File: src/rtl/mveb_pkg.sv
// shared types and constants of the variable-edge binner
package mveb_pkg;

  // number of value ports on the event word
  localparam int VALUE_DIMS = 4;

  // configuration port geometry
  localparam int CFG_AW = 5;
  localparam int CFG_DW = 32;

  // register indexes on the configuration port
  localparam logic [2:0] REG_DIMS   = 3'd0;
  localparam logic [2:0] REG_STEPS0 = 3'd1;
  localparam logic [2:0] REG_STEPS1 = 3'd2;
  localparam logic [2:0] REG_STEPS2 = 3'd3;
  localparam logic [2:0] REG_STEPS3 = 3'd4;

  // command codes of an input word
  localparam logic CMD_LOAD     = 1'b0;
  localparam logic CMD_CLASSIFY = 1'b1;

  typedef struct packed {
    logic [2:0]                  dims;
    logic [VALUE_DIMS-1:0][3:0]  steps;
  } cfg_t;

  typedef enum logic [1:0] {
    ST_IDLE,
    ST_ISSUE,
    ST_CMP,
    ST_FINISH
  } seq_state_t;

endpackage

File: src/rtl/mveb_ram.sv
// generic single-write, single-read ram with registered read data
module mveb_ram #(
  parameter int WIDTH = 32,
  parameter int DEPTH = 64
) (
  input  logic                     clk,
  input  logic                     we,
  input  logic [$clog2(DEPTH)-1:0] waddr,
  input  logic [WIDTH-1:0]         wdata,
  input  logic [$clog2(DEPTH)-1:0] raddr,
  output logic [WIDTH-1:0]         rdata
);

  logic [WIDTH-1:0] mem [DEPTH];

  always_ff @(posedge clk) begin
    if (we) begin
      mem[waddr] <= wdata;
    end
    rdata <= mem[raddr];
  end

endmodule

File: src/rtl/mveb_cfg.sv
// apb register file: active dimension count and per-dimension step counts
module mveb_cfg import mveb_pkg::*; (
  input  logic              clk,
  input  logic              rst,
  input  logic              psel,
  input  logic              penable,
  input  logic              pwrite,
  input  logic [CFG_AW-1:0] paddr,
  input  logic [CFG_DW-1:0] pwdata,
  output logic [CFG_DW-1:0] prdata,
  output logic              pready,
  output cfg_t              cfg
);

  logic [2:0] reg_idx;
  logic       wr_en;

  assign reg_idx = paddr[4:2];
  assign pready  = 1'b1;
  assign wr_en   = psel && penable && pwrite && pready;

  always_ff @(posedge clk) begin
    if (rst) begin
      cfg.dims  <= 3'd1;
      cfg.steps <= {VALUE_DIMS{4'd1}};
    end else if (wr_en) begin
      case (reg_idx)
        REG_DIMS:   cfg.dims     <= pwdata[2:0];
        REG_STEPS0: cfg.steps[0] <= pwdata[3:0];
        REG_STEPS1: cfg.steps[1] <= pwdata[3:0];
        REG_STEPS2: cfg.steps[2] <= pwdata[3:0];
        REG_STEPS3: cfg.steps[3] <= pwdata[3:0];
        default: begin
        end
      endcase
    end
  end

  always_comb begin
    case (reg_idx)
      REG_DIMS:   prdata = {29'd0, cfg.dims};
      REG_STEPS0: prdata = {28'd0, cfg.steps[0]};
      REG_STEPS1: prdata = {28'd0, cfg.steps[1]};
      REG_STEPS2: prdata = {28'd0, cfg.steps[2]};
      REG_STEPS3: prdata = {28'd0, cfg.steps[3]};
      default:    prdata = '0;
    endcase
  end

endmodule

File: src/rtl/mveb_seq.sv
// sequencer: edge search with one shared comparator and horner index build
module mveb_seq import mveb_pkg::*; #(
  parameter int MAX_DIMS  = 4,
  parameter int MAX_EDGES = 16,
  parameter int AW        = 6
) (
  input  logic               clk,
  input  logic               rst,
  input  cfg_t               cfg,
  input  logic               in_valid,
  output logic               in_stall,
  input  logic               command,
  input  logic               passed,
  input  logic [1:0]         edge_dim,
  input  logic [3:0]         edge_slot,
  input  logic signed [31:0] edge_value,
  input  logic signed [31:0] value_zero,
  input  logic signed [31:0] value_one,
  input  logic signed [31:0] value_two,
  input  logic signed [31:0] value_three,
  output logic               ram_we,
  output logic [AW-1:0]      ram_waddr,
  output logic [31:0]        ram_wdata,
  output logic [AW-1:0]      ram_raddr,
  input  logic [31:0]        ram_rdata,
  output logic               out_valid,
  input  logic               out_stall,
  output logic [15:0]        bin_index,
  output logic               rejected,
  output logic               above_range
);

  localparam int DimLim   = (MAX_DIMS < VALUE_DIMS) ? MAX_DIMS : VALUE_DIMS;
  localparam int StepsMax = MAX_EDGES - 1;

  seq_state_t state, state_next;

  logic signed [31:0] vals [VALUE_DIMS];
  logic [1:0]         d;
  logic [3:0]         e;
  logic [15:0]        acc;
  logic               above;
  logic               rej;

  logic [3:0]  steps_sat [VALUE_DIMS];
  logic [2:0]  dims_act;
  logic [1:0]  start_d;
  logic [3:0]  steps_d;
  logic        in_accept;
  logic        gt;
  logic        last_edge;
  logic [3:0]  bin;
  logic [15:0] prod;
  logic        out_load;

  // clamp the configured counts to what the table holds
  always_comb begin
    for (int i = 0; i < VALUE_DIMS; i++) begin
      steps_sat[i] = cfg.steps[i];
      if (steps_sat[i] == 4'd0) begin
        steps_sat[i] = 4'd1;
      end
      if (int'(steps_sat[i]) > StepsMax) begin
        steps_sat[i] = 4'(StepsMax);
      end
    end
    dims_act = cfg.dims;
    if (dims_act == 3'd0) begin
      dims_act = 3'd1;
    end
    if (int'(dims_act) > DimLim) begin
      dims_act = 3'(DimLim);
    end
  end

  assign start_d   = 2'(dims_act - 3'd1);
  assign steps_d   = steps_sat[d];
  assign in_accept = in_valid && !in_stall;

  // edge load path, writes only from idle
  assign ram_we    = in_accept && (command == CMD_LOAD) &&
                     (int'(edge_dim) < MAX_DIMS) && (int'(edge_slot) < MAX_EDGES);
  assign ram_waddr = AW'(int'(edge_dim) * MAX_EDGES + int'(edge_slot));
  assign ram_wdata = edge_value;
  assign ram_raddr = AW'(int'(d) * MAX_EDGES + int'(e));

  // shared comparator against the edge just read
  assign gt        = vals[d] > $signed(ram_rdata);
  assign last_edge = (e == steps_d);
  assign bin       = gt ? (steps_d - 4'd1) : (e - 4'd1);
  // largest bin index is 15^4 - 1, so the product never leaves 16 bits
  assign prod      = acc * {12'd0, steps_d};

  always_ff @(posedge clk) begin
    if (rst) begin
      state <= ST_IDLE;
    end else begin
      state <= state_next;
    end
  end

  always_comb begin
    state_next = state;
    in_stall   = 1'b1;
    out_load   = 1'b0;
    case (state)
      ST_IDLE: begin
        in_stall = 1'b0;
        if (in_valid && (command == CMD_CLASSIFY)) begin
          state_next = passed ? ST_ISSUE : ST_FINISH;
        end
      end
      ST_ISSUE: begin
        state_next = ST_CMP;
      end
      ST_CMP: begin
        if (gt && !last_edge) begin
          state_next = ST_ISSUE;
        end else if (d == 2'd0) begin
          state_next = ST_FINISH;
        end else begin
          state_next = ST_ISSUE;
        end
      end
      ST_FINISH: begin
        if (!out_valid || !out_stall) begin
          out_load   = 1'b1;
          state_next = ST_IDLE;
        end
      end
      default: begin
        state_next = ST_IDLE;
      end
    endcase
  end

  always_ff @(posedge clk) begin
    if (in_accept && (command == CMD_CLASSIFY)) begin
      vals[0] <= value_zero;
      vals[1] <= value_one;
      vals[2] <= value_two;
      vals[3] <= value_three;
      d       <= start_d;
      e       <= 4'd1;
      acc     <= '0;
      above   <= 1'b0;
      rej     <= !passed;
    end else if (state == ST_CMP) begin
      if (gt && !last_edge) begin
        e <= e + 4'd1;
      end else begin
        // horner step from the top dimension down
        acc   <= prod + {12'd0, bin};
        above <= above || (gt && last_edge);
        if (d != 2'd0) begin
          d <= d - 2'd1;
          e <= 4'd1;
        end
      end
    end
  end

  always_ff @(posedge clk) begin
    if (rst) begin
      out_valid <= 1'b0;
    end else if (out_load) begin
      out_valid <= 1'b1;
    end else if (!out_stall) begin
      out_valid <= 1'b0;
    end
  end

  always_ff @(posedge clk) begin
    if (out_load) begin
      bin_index   <= acc;
      rejected    <= rej;
      above_range <= above;
    end
  end

  a_rej_clean: assert property (@(posedge clk) disable iff (rst)
    out_valid && rejected |-> (bin_index == 16'd0) && !above_range)
    else $error("rejected word carries index or overflow flag");

  a_edge_range: assert property (@(posedge clk) disable iff (rst)
    state == ST_CMP |-> (e != 4'd0) && (e <= steps_d))
    else $error("edge slot outside the active step range");

  a_load_idle: assert property (@(posedge clk) disable iff (rst)
    ram_we |-> state == ST_IDLE)
    else $error("edge table written during a search");

  a_index_bound: assert property (@(posedge clk) disable iff (rst)
    out_load |=> bin_index <= 16'd50624)
    else $error("bin index beyond the largest grid");

endmodule

File: src/rtl/multidim_variable_edge_binner_core.sv
// variable-edge binner top level: up to four q16.16 values map to one flat bin index
// load word: written at its accept edge, the next word can follow on the next cycle
// classify word: each edge compared takes an issue state (ram read), then a compare state (shared compare),
// then the word passes a finish state, which holds while the output is held, and returns to idle
// rejected word: goes from idle straight to the finish state; a held result stalls input
// reset clears sequencer, output valid and config (all 1); the edge table must be loaded first
module multidim_variable_edge_binner_core import mveb_pkg::*; #(
  parameter int MAX_DIMS  = 4,
  parameter int MAX_EDGES = 16
) (
  input  logic               clk,
  input  logic               rst,
  input  logic               psel,
  input  logic               penable,
  input  logic               pwrite,
  input  logic [CFG_AW-1:0]  paddr,
  input  logic [CFG_DW-1:0]  pwdata,
  output logic [CFG_DW-1:0]  prdata,
  output logic               pready,
  input  logic               in_valid,
  output logic               in_stall,
  input  logic               command,
  input  logic               passed,
  input  logic [1:0]         edge_dim,
  input  logic [3:0]         edge_slot,
  input  logic signed [31:0] edge_value,
  input  logic signed [31:0] value_zero,
  input  logic signed [31:0] value_one,
  input  logic signed [31:0] value_two,
  input  logic signed [31:0] value_three,
  output logic               out_valid,
  input  logic               out_stall,
  output logic [15:0]        bin_index,
  output logic               rejected,
  output logic               above_range
);

  localparam int TableDepth = MAX_DIMS * MAX_EDGES;
  localparam int TableAw    = $clog2(TableDepth);

  cfg_t               cfg;
  logic               ram_we;
  logic [TableAw-1:0] ram_waddr;
  logic [31:0]        ram_wdata;
  logic [TableAw-1:0] ram_raddr;
  logic [31:0]        ram_rdata;

  mveb_cfg u_cfg (
    .clk     (clk),
    .rst     (rst),
    .psel    (psel),
    .penable (penable),
    .pwrite  (pwrite),
    .paddr   (paddr),
    .pwdata  (pwdata),
    .prdata  (prdata),
    .pready  (pready),
    .cfg     (cfg)
  );

  mveb_ram #(
    .WIDTH (32),
    .DEPTH (TableDepth)
  ) u_edge_ram (
    .clk   (clk),
    .we    (ram_we),
    .waddr (ram_waddr),
    .wdata (ram_wdata),
    .raddr (ram_raddr),
    .rdata (ram_rdata)
  );

  mveb_seq #(
    .MAX_DIMS  (MAX_DIMS),
    .MAX_EDGES (MAX_EDGES),
    .AW        (TableAw)
  ) u_seq (
    .clk         (clk),
    .rst         (rst),
    .cfg         (cfg),
    .in_valid    (in_valid),
    .in_stall    (in_stall),
    .command     (command),
    .passed      (passed),
    .edge_dim    (edge_dim),
    .edge_slot   (edge_slot),
    .edge_value  (edge_value),
    .value_zero  (value_zero),
    .value_one   (value_one),
    .value_two   (value_two),
    .value_three (value_three),
    .ram_we      (ram_we),
    .ram_waddr   (ram_waddr),
    .ram_wdata   (ram_wdata),
    .ram_raddr   (ram_raddr),
    .ram_rdata   (ram_rdata),
    .out_valid   (out_valid),
    .out_stall   (out_stall),
    .bin_index   (bin_index),
    .rejected    (rejected),
    .above_range (above_range)
  );

endmodule

File: config.mk
export PLATFORM = sky130hd
export DESIGN_NAME = multidim_variable_edge_binner_core
export DESIGN_NICKNAME = d
export VERILOG_FILES = /design/src/rtl/mveb_pkg.sv /design/src/rtl/mveb_ram.sv /design/src/rtl/mveb_cfg.sv /design/src/rtl/mveb_seq.sv /design/src/rtl/multidim_variable_edge_binner_core.sv
export SDC_FILE = /design/constraint.sdc
export NUM_CORES = 2
export LEC_CHECK = 0
export BUFFER_PORTS_ARGS = -buffer_cell sky130_fd_sc_hd__buf_2
export CORE_MARGIN = 2
export CORE_UTILIZATION = 50
export DETAILED_ROUTE_END_ITERATION = 10
export PLACE_DENSITY = 0.64
export SLEW_MARGIN = 30
export SYNTH_ARGS = -nofsm -noshare
export SYNTH_HDL_FRONTEND = slang
export SYNTH_SLANG_ARGS = --single-unit
File: constraint.sdc
create_clock -name clk -period 7.8 [get_ports clk]
set_input_delay 0.78 -clock clk [delete_from_list [all_inputs] [get_ports clk]]
set_output_delay 0.78 -clock clk [all_outputs]
set_load 0.02 [all_outputs]
==> impl_metrics.tcl <==
set metrics [dict create \
    status "finished, final reports clean" \
    critPathLaunchType "flip-flop" \
    place_congestion 0.790 \
    syn_area_mm2 0.0887 \
    place_hpwl_um 113000 \
    grt_usage_pct 23.4 \
    synth_cells 3825 \
    grt_antenna_before_repair 13 \
    wl_per_cell_um 31.3 \
    cts_setup_buffers 0 \
    htree_levels 4 \
    fin_crit_sh_pct 83.8 \
    grt_max_degree 108 \
    worst_pin_slew_ps 936 \
    peakVddDrop_uv 247 \
    die-height_um 425 \
    grt_pass1_wl_um 299000 \
    crit_slowest_cell "dfxtp_1" \
    place_inst 6283 \
    fillers 12817 \
    leakagePower_nw 32.1 \
    async_flop_share_pct 0 \
    cts_tree "done" \
    rows 154 \
    crit_top_cell "ha_1" \
    numCtsBuffers 221 \
    maxSlewViolCount 0 \
    ys_seq_area_share_pct 76.1 \
    die_w_um 425 \
    dpl_cell_area_mm2 0.0930 \
    utilization_pct 57.1 \
    root_buffer "clkbuf_16" \
    rsz0062_at_grt "no" \
    end_kind "flip-flop" \
    fin_crit_ps 6540 \
    routed_via_density 6.08 \
    fin_setup_tns_ps 0 \
    max_freq_mhz 153 \
    gr-total-overflow 0 \
    crit_chain "buf_12, mux4_2, ha_1, nand3_1, nor3_1, o311ai_0, a211o_1, nand2_1, o21ai_0, ha_1, xor2_1, fa_1, inv_1, ha_1, nor2b_1, o31a_1, o41a_1, a211oi_2, o31ai_1, a21oi_2, xnor2_1, or4_1, nand3_1" \
    final_cells 6703 \
    ys_warn_count 0 \
    skew_ps 32.1 \
    synth.distinct_cells 54 \
    cts.sink_count 2274 \
    worstPathMaxFanout 21 \
    clock_path_buffers 3 \
    powerDensity_mw_per_mm2 320 \
    cp_slowest_stage_delay_ps 800 \
    numPortBuffers 205 \
    ant_nets 0 \
    syn2layout_area_growth_pct 13.3 \
    synth-main-ff-cell "edfxtp_1" \
    core_area_mm2 0.176 \
    drt_iter0_drc 4535 \
    synth_seq_cells 2274 \
    crit_arrival_ps 7340 \
    drive_above_1_share_pct 32.5 \
    vias 40727 \
    start_util_pct 50.4 \
    path_clk_slew_ps 60 \
    hold_violations 0 \
    fin_ws_ps 1260 \
    crit_type "flip-flop to flip-flop" \
    setup_viol 0 \
    clk_latency_ps 860 \
    slew_headroom_pct 37.5 \
    cp.required_ps 8600 \
    drc_errors 0 \
    synth_edf_count 2197 \
    io_pins 265 \
    syn_avg_cell_area_um2 23.2 \
    cts_resized 0 \
    hp-class "primary input to flip-flop" \
    drv_cap 0 \
    design_area_mm2 0.101 \
    final_nets 4470 \
    grt_pass1_vias 41343 \
    pre_cts_ws_ps 1270 \
    dieArea_mm2 0.181 \
    first_pass_iters 7 \
    cts_hold_buf 0 \
    routed_wl_um 210000 \
]
-- cells in the mapped netlist (all sizes together), types with 2 or more instances --
| library cell | n | area, um^2 |
|---|---|---|
| edfxtp | 2197 | 66000 |
| mux4 | 702 | 15800 |
| buf | 132 | 767 |
| nor2 | 120 | 458 |
| clkbuf | 83 | 312 |
| dfxtp | 77 | 1540 |
| nand2 | 73 | 274 |
| inv | 71 | 267 |
| ha | 64 | 801 |
| mux2i | 34 | 340 |
| a21oi | 33 | 173 |
| o21ai | 28 | 140 |
| fa | 27 | 541 |
| nor2b | 26 | 163 |
| nand3 | 20 | 100 |
| xnor2 | 19 | 166 |
| and2 | 14 | 87.6 |
| nor3 | 14 | 75.1 |
| mux2 | 8 | 90.1 |
| a211o | 6 | 52.6 |
| a211oi | 6 | 50.1 |
| a22oi | 6 | 45.0 |
| nand4 | 6 | 37.5 |
| o21a | 6 | 45.0 |
| nand3b | 5 | 37.5 |
| xor2 | 5 | 43.8 |
| a21o | 4 | 30.0 |
| a31oi | 4 | 25.0 |
| and3 | 3 | 18.8 |
| nand2b | 3 | 18.8 |
| o22ai | 3 | 18.8 |
| or3 | 3 | 18.8 |
| conb | 2 | 7.51 |
| nor3b | 2 | 15.0 |
| o211ai | 2 | 15.0 |
| o21bai | 2 | 15.0 |
| o311ai | 2 | 17.5 |
| o31a | 2 | 17.5 |
| o31ai | 2 | 15.0 |
| or3b | 2 | 17.5 |
-- cells by family (layout without fill, tap and decap cells) --
logic type	after synthesis	after routing	synth area share, %
AO/OA/AOI/OAI	110	110	0.786
AND/OR/NAND/NOR	294	294	1.51
other	2	37	0.00847
adder cells (fa/ha/maj)	91	91	1.51
buffers and inverters	286	789	1.52
multiplexers	744	744	18.3
XOR/XNOR	24	24	0.237
flip-flops	2274	2274	76.1
-- per-stage QoR --
| stage | hold slack (ps) | power, mW |
|---|---|---|
| floorplan | 400 | 19.4 |
| global placement | 418 | 21.8 |
| detailed placement | 413 | 21.8 |
| CTS | 21.6 | 32.5 |
| global route | 49.1 | 33.3 |
| finish | 94.3 | 32.2 |
-- layout by cell type, fill, tap and decap left out, drive strengths merged, types with 3 or more instances in the layout --
master       n
a211o        6
a211oi       6
a21o         4
a21oi       33
a22oi        6
a31oi        4
and2        14
and3         3
buf        307
bufinv      25
clkbuf     273
clkinv      98
clkinvlp     5
conb        29
dfxtp       77
diode        8
edfxtp    2197
fa          27
ha          64
inv         81
mux2         8
mux2i       34
mux4       702
nand2       73
nand2b       3
nand3       20
nand3b       5
nand4        6
nor2       120
nor2b       26
nor3        14
o21a         6
o21ai       28
o22ai        3
or3          3
xnor2       19
xor2         5
-- area by class of cell --
type	instances	area (um^2)	area share, %
sequential	2274	67500	67.2
tap	2340	2930	2.91
antenna	8	20.0	0.0199
multi-input combinational	1292	20400	20.3
clock buffer	273	5880	5.85
timing repair buffer	307	1960	1.95
clock inverter	138	1480	1.47
inverter	71	272	0.270
-- state kept, by name, summed over array words and instances (netlist names), named ones only --
name,count
u_edge_ram.mem,2048
u_seq.vals,128
u_edge_ram.rdata,32
u_cfg.cfg,19
u_seq.acc,16
u_seq.bin_index,16
u_seq.e,4
u_seq.d,2
u_seq.state,2
u_seq.above,1
u_seq.above_range,1
u_seq.out_valid,1
u_seq.rej,1
u_seq.rejected,1
-- per-layer routing --
metal  GRT usage, %  vias to the layer above  wire (um)  part of all wire (%)
met1           32.3                    22092      82600                    39
met5              0                        -         43                 0.020
met2           38.2                     1551     105000                    50
li1               -                    16797          -                     -
met3           4.89                      279      16900                   8.1
met4           6.86                        8       5490                   2.6
-- critical path, delay by kind of cell (launching register included) --
family                     cells  cell delay [ps]
AOI/OAI and AO/OA              8             2050
xor gates and xnor gates       2              290
adders and majority gates      4             1230
buffers and inverters          2              340
DFF                            1              800
muxes                          1              360
and+or+nand+nor                6             1390
-- where the power goes --
group	switching [mW]	leakage (nW)	internal (mW)	total, mW
Clock	4.56	3.59	6.19	10.7
Combinational	3.82	8.05	3.73	7.55
Sequential	0.290	20.4	13.6	13.9
-- path summary, 6_finish.rpt --
check | startpoint | to | slack, ps | cells after the start
worst max-delay path | flip-flop | u_seq.acc[15] | 1260 | 23
worst min-delay path | value_two[21] | u_seq.vals[2][21] | 90 | 1
worst max register to register | flip-flop | u_seq.acc[15] | 1260 | 23
worst min register to register | u_seq.rej | u_seq.rejected | 420 | 0
Power figures use the tool's default switching activity.
